`src/dea_pkg.sv`:
```
// Types and constants for the dual encoder delta accumulator.
package dea_pkg;

    localparam int CNT_W  = 16;
    localparam int SUM_W  = 32;
    localparam int WORD_W = 32;

    typedef logic [CNT_W-1:0]         cnt_t;
    typedef logic signed [CNT_W-1:0]  step_t;
    typedef logic signed [SUM_W-1:0]  sum_t;
    typedef logic [WORD_W-1:0]        word_t;

    // Operation codes carried on s_tuser
    typedef enum logic [2:0] {
        OP_BOTH  = 3'd0,
        OP_LEFT  = 3'd1,
        OP_RIGHT = 3'd2,
        OP_READ  = 3'd3,
        OP_CLEAR = 3'd4
    } op_t;

    // Configuration register indexes
    localparam logic CFG_LEFT_REV  = 1'b0;
    localparam logic CFG_RIGHT_REV = 1'b1;

    // Delta and sum values at the edges of the signed range
    localparam step_t STEP_MIN = step_t'({1'b1, {(CNT_W-1){1'b0}}});
    localparam step_t STEP_MAX = step_t'({1'b0, {(CNT_W-1){1'b1}}});
    localparam sum_t  SUM_MIN  = sum_t'({1'b1, {(SUM_W-1){1'b0}}});
    localparam sum_t  SUM_MAX  = sum_t'({1'b0, {(SUM_W-1){1'b1}}});

    // Result word fields
    typedef struct packed {
        word_t stamp_ms;
        word_t sample_number;
        sum_t  right_sum;
        sum_t  left_sum;
        step_t right_step;
        step_t left_step;
    } result_t;

endpackage

```
`src/dea_channel.sv`:
```
// One encoder channel: wrapped delta, optional reversal, saturating total.
module dea_channel (
    input  dea_pkg::cnt_t  cur_count,
    input  dea_pkg::cnt_t  prev_count,
    input  logic           reversed,
    input  dea_pkg::sum_t  accum,
    output dea_pkg::step_t step,
    output dea_pkg::sum_t  sum_next
);
    import dea_pkg::*;

    step_t                raw_delta;
    logic signed [SUM_W:0] sum_wide;

    // 16-bit wrapped difference read as two's complement
    assign raw_delta = step_t'(cur_count - prev_count);

    // Reversal; the most negative delta clamps to the most positive
    always_comb begin
        if (!reversed) begin
            step = raw_delta;
        end else if (raw_delta == STEP_MIN) begin
            step = STEP_MAX;
        end else begin
            step = -raw_delta;
        end
    end

    // Saturating add into the running total
    assign sum_wide = {accum[SUM_W-1], accum}
                    + {{(SUM_W-CNT_W+1){step[CNT_W-1]}}, step};

    always_comb begin
        if (sum_wide[SUM_W] != sum_wide[SUM_W-1]) begin
            sum_next = sum_wide[SUM_W] ? SUM_MIN : SUM_MAX;
        end else begin
            sum_next = sum_wide[SUM_W-1:0];
        end
    end

endmodule

```
`src/dual_encoder_delta_accumulator.sv`:
```
// Flow: a word is loaded into the input register, and its result word is
// loaded into the result register when that register is free or being drained.
// Throughput: one word per cycle while m_tready does not stall the result stream;
// the state registers are written with the result register, so back-to-back ops see each other's state without stalls.
// Reset (aresetn low, synchronous): both channels cleared, left reversed,
// right not reversed, both stages empty.
module dual_encoder_delta_accumulator (
    input  logic         aclk,
    input  logic         aresetn,
    // configuration write port
    input  logic         cfg_we,
    input  logic         cfg_index,
    input  logic         cfg_data,
    // input stream
    input  logic         s_tvalid,
    output logic         s_tready,
    input  logic [63:0]  s_tdata,   // left_count[15:0], right_count[31:16], now_ms[63:32]
    input  logic [2:0]   s_tuser,   // op[2:0]
    // result stream
    output logic         m_tvalid,
    input  logic         m_tready,
    output logic [159:0] m_tdata,   // left_step, right_step, left_sum, right_sum,
                                    // sample_number, stamp_ms (lowest first)
    output logic [0:0]   m_tuser    // ok[0]
);
    import dea_pkg::*;

    // configuration
    logic left_rev_reg, right_rev_reg;

    // input register
    logic  in_valid_reg;
    op_t   op_reg;
    cnt_t  left_count_reg, right_count_reg;
    word_t now_ms_reg;

    // block state
    cnt_t  left_prev_reg, right_prev_reg;
    cnt_t  left_prev_next, right_prev_next;
    sum_t  left_accum_reg, right_accum_reg;
    sum_t  left_accum_next, right_accum_next;
    step_t latest_left_reg, latest_right_reg;
    step_t latest_left_next, latest_right_next;
    word_t seq_count_reg, seq_count_next;
    word_t latest_stamp_reg, latest_stamp_next;
    logic  have_sample_reg, have_sample_next;

    // result register
    logic    out_valid_reg;
    logic    ok_reg, ok_next;
    result_t result_reg, result_next;

    // channel units
    step_t left_chan_step, right_chan_step;
    sum_t  left_sum_upd, right_sum_upd;

    logic advance, fire;

    assign advance  = !out_valid_reg || m_tready;
    assign fire     = in_valid_reg && advance;
    assign s_tready = !in_valid_reg || advance;

    dea_channel u_left (
        .cur_count  (left_count_reg),
        .prev_count (left_prev_reg),
        .reversed   (left_rev_reg),
        .accum      (left_accum_reg),
        .step       (left_chan_step),
        .sum_next   (left_sum_upd)
    );

    dea_channel u_right (
        .cur_count  (right_count_reg),
        .prev_count (right_prev_reg),
        .reversed   (right_rev_reg),
        .accum      (right_accum_reg),
        .step       (right_chan_step),
        .sum_next   (right_sum_upd)
    );

    // configuration writes
    always_ff @(posedge aclk) begin
        if (!aresetn) begin
            left_rev_reg  <= 1'b1;
            right_rev_reg <= 1'b0;
        end else if (cfg_we) begin
            case (cfg_index)
                CFG_LEFT_REV:  left_rev_reg  <= cfg_data;
                CFG_RIGHT_REV: right_rev_reg <= cfg_data;
                default: ;
            endcase
        end
    end

    // input register
    always_ff @(posedge aclk) begin
        if (!aresetn) begin
            in_valid_reg <= 1'b0;
        end else if (s_tready) begin
            in_valid_reg <= s_tvalid;
        end
    end

    always_ff @(posedge aclk) begin
        if (s_tready && s_tvalid) begin
            op_reg          <= op_t'(s_tuser);
            left_count_reg  <= s_tdata[15:0];
            right_count_reg <= s_tdata[31:16];
            now_ms_reg      <= s_tdata[63:32];
        end
    end

    // op decode, state update and result word
    always_comb begin
        left_prev_next    = left_prev_reg;
        right_prev_next   = right_prev_reg;
        left_accum_next   = left_accum_reg;
        right_accum_next  = right_accum_reg;
        latest_left_next  = latest_left_reg;
        latest_right_next = latest_right_reg;
        seq_count_next    = seq_count_reg;
        latest_stamp_next = latest_stamp_reg;
        have_sample_next  = have_sample_reg;
        ok_next           = 1'b0;
        result_next.left_step  = '0;
        result_next.right_step = '0;

        case (op_reg)
            OP_BOTH: begin
                left_prev_next    = left_count_reg;
                right_prev_next   = right_count_reg;
                left_accum_next   = left_sum_upd;
                right_accum_next  = right_sum_upd;
                latest_left_next  = left_chan_step;
                latest_right_next = right_chan_step;
                seq_count_next    = seq_count_reg + 1'b1;
                latest_stamp_next = now_ms_reg;
                have_sample_next  = 1'b1;
                ok_next           = 1'b1;
                result_next.left_step  = left_chan_step;
                result_next.right_step = right_chan_step;
            end
            OP_LEFT: begin
                left_prev_next  = left_count_reg;
                left_accum_next = left_sum_upd;
                ok_next         = 1'b1;
                result_next.left_step = left_chan_step;
            end
            OP_RIGHT: begin
                right_prev_next  = right_count_reg;
                right_accum_next = right_sum_upd;
                ok_next          = 1'b1;
                result_next.right_step = right_chan_step;
            end
            OP_READ: begin
                if (have_sample_reg) begin
                    ok_next = 1'b1;
                    result_next.left_step  = latest_left_reg;
                    result_next.right_step = latest_right_reg;
                end
            end
            OP_CLEAR: begin
                left_prev_next    = '0;
                right_prev_next   = '0;
                left_accum_next   = '0;
                right_accum_next  = '0;
                latest_left_next  = '0;
                latest_right_next = '0;
                seq_count_next    = '0;
                latest_stamp_next = '0;
                have_sample_next  = 1'b0;
                ok_next           = 1'b1;
            end
            default: ;
        endcase

        result_next.left_sum      = left_accum_next;
        result_next.right_sum     = right_accum_next;
        result_next.sample_number = seq_count_next;
        result_next.stamp_ms      = latest_stamp_next;
    end

    // state registers
    always_ff @(posedge aclk) begin
        if (!aresetn) begin
            left_prev_reg    <= '0;
            right_prev_reg   <= '0;
            left_accum_reg   <= '0;
            right_accum_reg  <= '0;
            latest_left_reg  <= '0;
            latest_right_reg <= '0;
            seq_count_reg    <= '0;
            latest_stamp_reg <= '0;
            have_sample_reg  <= 1'b0;
        end else if (fire) begin
            left_prev_reg    <= left_prev_next;
            right_prev_reg   <= right_prev_next;
            left_accum_reg   <= left_accum_next;
            right_accum_reg  <= right_accum_next;
            latest_left_reg  <= latest_left_next;
            latest_right_reg <= latest_right_next;
            seq_count_reg    <= seq_count_next;
            latest_stamp_reg <= latest_stamp_next;
            have_sample_reg  <= have_sample_next;
        end
    end

    // result register
    always_ff @(posedge aclk) begin
        if (!aresetn) begin
            out_valid_reg <= 1'b0;
        end else if (advance) begin
            out_valid_reg <= in_valid_reg;
        end
    end

    always_ff @(posedge aclk) begin
        if (fire) begin
            ok_reg     <= ok_next;
            result_reg <= result_next;
        end
    end

    assign m_tvalid   = out_valid_reg;
    assign m_tdata    = result_reg;
    assign m_tuser[0] = ok_reg;

endmodule

```
`config.mk`:
```
export PLATFORM = sky130hd
export DESIGN_NAME = dual_encoder_delta_accumulator
export DESIGN_NICKNAME = d
export VERILOG_FILES = /design/src/dea_pkg.sv /design/src/dea_channel.sv /design/src/dual_encoder_delta_accumulator.sv
export SDC_FILE = /design/constraint.sdc
export NUM_CORES = 1
export LEC_CHECK = 0
export ABC_AREA = 0
export BUFFER_PORTS_ARGS = -buffer_cell sky130_fd_sc_hd__buf_2
export CAP_MARGIN = 20
export CORE_MARGIN = 8
export CORE_UTILIZATION = 35
export CTS_BUF_LIST = sky130_fd_sc_hd__clkbuf_8
export DETAILED_ROUTE_END_ITERATION = 10
export SETUP_SLACK_MARGIN = 0.2
export SLEW_MARGIN = 25
export SYNTH_ARGS = -nofsm -noshare
export SYNTH_HDL_FRONTEND = slang
export SYNTH_SLANG_ARGS = --single-unit
```
`constraint.sdc`:
```
create_clock -name aclk -period 7.8 [get_ports aclk]
set_input_delay 1.17 -clock aclk [delete_from_list [all_inputs] [get_ports aclk]]
set_output_delay 1.17 -clock aclk [all_outputs]
set_load 0.05 [all_outputs]
```
==> run summary <==
status - completed
GRT Util Overall - 16.8%
EDFF count, synth - 228
TritonRoute pass-1 iters - 5
final setup fails - 0
fin cells - 3593
Seq/Total Area, Yosys - 47.3%
worst slew pin tran - 1050 ps
IO Pins - 237
via count - 18900
Critical R2R Launch - right_count_reg[0]
Sw Pwr - 1920 uW
vias per inst - 5.25
fin crit share - 90.0%
switching fraction of total power - 32.1%
Die Y - 271 um
Worst-path clk slew - 60 ps
Crit path max-delay family - compound AO/OA/AOI/OAI gates
max reg flops - 160
Critical Path, Cell by Cell - inv_1, ha_1, fa_1, nand2b_1, a21boi_0, o21ai_0, a21oi_1, xor2_1, nor4_1, nor4bb_1, buf_4, o221ai_1, inv_1, ha_1, a211o_1, a311oi_1, o21ba_2, o21ai_1, a21o_1, a211oi_2, a31o_2, or2_1, buf_4, o21ai_0
CTS Buf Count - 78
initial antenna violation count - 11
critical path required time - 8330 ps
H-tree depth - 3
Comb pwr share - 22.0%
critical path's largest stage delay - 780 ps
RSZ-0062 raised after global routing - false
Row Count - 93
warnings from Yosys - 0
Final ANT Viol Nets - 0
GPL Wtd Cong - 0.884
Worst slew margin - 30.0%
first-pass GRT wire length - 102000 um
Syn-to-layout area delta - 15.7%
clock share of power - 35.8%
reg-to-reg endpoint - right_accum_reg[9]
Cells after Synth - 2452
nets@finish - 2850
leakage power - 0.0101 uW
Wirelength per Cell - 17.9 um
syn_nets - 2632
DR iter-0 viols - 1202
GR Overflow Total - 0
CP Launch Type - flip-flop
Post-synth ARST share - 0%
sum of negative setup slack - 0 ps
FF-to-FF setup slack - 780 ps
initial core utilization - 35.4%
sequential share of power - 42.2%
#FFs+latches synth - 425
Worst Setup EP - right_accum_reg[9]
crit path capture type - flip-flop
Clock Skew - 25.3 ps
Synth cell types - 103
crit path max fanout - 30
Crit. path cell count - 24
Worst Reg-to-Reg Cells - 24
largest net degree at the start of global routing - 127
CTS tree - built
DP HPWL - 45600 um
P_int - 4060 uW
Inst Count DP - 3441
chip width - 271 um
Hold Crit Class - reg -> reg
final WL - 64300 um
min Tclk post-route - 7020 ps
Slew Limit Fails - 0
Critical Path AT - 7550 ps
Syn Area/Cell - 9.30 um^2
crit path launch - right_count_reg[0]
vias in the first global route - 18500
core footprint - 64500 um^2
final hold vios - 0
layout cells sized above 1 - 16.0%
CTS Hold Bufs - 0
FMAX - 0.142 GHz
Max IR drop VDD - 0.000129 V
worst path bufs/invs - 4
Clock Tree Buf Depth - 3
kind of critical path - reg -> reg
Synth Cell Area - 22800 um^2
Hold Path Depth - 2
Clock Latency Late Sink - 660 ps
DRC Markers - 0
Sink Count - 425
MaxCap Viol Count - 0
Critical-path top delay cell - nor4bb_1
Port Buf Inserts - 236
Root Buffer - clkbuf_8
P per Cell Area - 227 nW/um^2
Synth Flop Type - edfxtp_1
Total Power - 5980 uW
total die area - 73600 um^2
==> cell families (layout without fill, tap and decap cells) <==
family	count (synthesis)	after routing	synth area share, %
multiplexers	4	4	0.186
AO/OA/AOI/OAI	724	724	20.7
adder cells (fa/ha/maj)	106	106	5.95
XOR/XNOR	95	95	3.71
buffers and inverters	200	480	3.46
other	0	6	0
flip-flops	425	425	47.3
AND/OR/NAND/NOR	898	898	18.7
==> final cells by class <==
| cell class | count | area, um^2 |
|---|---|---|
| Tap cell | 855 | 1070 |
| Multi-Input combinational cell | 1827 | 11300 |
| Clock inverter | 52 | 320 |
| Sequential cell | 425 | 10800 |
| Timing Repair Buffer | 263 | 1390 |
| Fill cell | 6355 | 38100 |
| Clock buffer | 90 | 1240 |
| Antenna cell | 6 | 15.0 |
| Inverter | 75 | 293 |
==> repair_timing <==
action / 4_1_cts / 5_1_grt
endpoints found under the setup margin: 0 / 61
resized for setup: 0 / 6
buffers inserted: 0 / 4
==> cell usage in the layout (no fill, tap or decap), types with 55 or more instances in the layout <==
cell      Yosys  layout
nand2_1     387     385
a21oi_1     116     115
buf_2        15     235
edfxtp_1    228     228
nor2_1      147     144
a21boi_0     63      63
o21ai_0     251     251
nand3_1      77      77
nand2b_1     60      58
dfxtp_1     197     197
xnor2_1      55      55
inv_1        74     105
clkbuf_8      0      90
ha_1        102     102
==> worst min-delay path, cell delays in order, from the launching register on <==
cell     delay, ps
dfxtp_1        300
nand2_1         50
o21ai_1         50
==> power groups by stage <==
stage / logic (uW) / registers (uW) / clock network, uW
floorplan: 784 / 2750 / 0
global placement: 1290 / 2570 / 0
detailed placement: 1310 / 2570 / 0
CTS: 1310 / 2530 / 2210
global route: 1440 / 2540 / 2310
finish: 1320 / 2530 / 2140
==> cell usage after synthesis, drive strengths merged (9+ instances only) <==
| master | instances | area [um^2] |
|---|---|---|
| a211oi | 16 | 145 |
| a21boi | 64 | 480 |
| a21o | 36 | 270 |
| a21oi | 118 | 606 |
| a22o | 44 | 385 |
| a31oi | 14 | 87.6 |
| and2 | 53 | 334 |
| and3 | 18 | 113 |
| and4 | 10 | 87.6 |
| buf | 28 | 143 |
| clkbuf | 97 | 364 |
| dfxtp | 197 | 3940 |
| edfxtp | 228 | 6850 |
| ha | 102 | 1280 |
| inv | 75 | 282 |
| nand2 | 387 | 1450 |
| nand2b | 60 | 375 |
| nand3 | 77 | 385 |
| nand4 | 22 | 150 |
| nor2 | 148 | 558 |
| nor2b | 25 | 156 |
| nor3 | 30 | 171 |
| o211ai | 15 | 118 |
| o21a | 14 | 105 |
| o21ai | 291 | 1460 |
| o21bai | 9 | 67.6 |
| o31ai | 12 | 100 |
| or2 | 16 | 100 |
| or3 | 15 | 93.8 |
| xnor2 | 55 | 482 |
| xor2 | 40 | 365 |
==> per-layer routing <==
metal / wire (um) / track usage (%) / up-vias
met5: 80 / 0 / -
li1: - / - / 9308
met1: 29500 / 21.9 / 8935
met4: 1560 / 5.76 / 12
met2: 28800 / 26.8 / 517
met3: 4390 / 4.67 / 109
==> worst min path at each step <==
| stage | start | to | slack [ps] |
|---|---|---|---|
| final | latest_right_reg[12] | latest_right_reg[12] | 450 |
| after global placement | latest_right_reg[10] | latest_right_reg[10] | 430 |
| after global routing | latest_right_reg[15] | latest_right_reg[15] | 470 |
| after CTS | latest_right_reg[15] | latest_right_reg[15] | 450 |
| after floorplan | latest_left_reg[13] | latest_left_reg[13] | 420 |
| after detailed placement | latest_right_reg[15] | latest_right_reg[15] | 450 |
==> stage by stage <==
stage	setup slack [ps]	hold WS [ps]	util, %	area, um^2
final	779	451	41.0	26400
after global routing	271	474	40.9	26400
after CTS	558	453	40.8	26300
after detailed placement	565	447	38.4	24800
after global placement	845	434	38.4	24800
after floorplan	813	425	-	22800
Power figures use the tool's default switching activity.
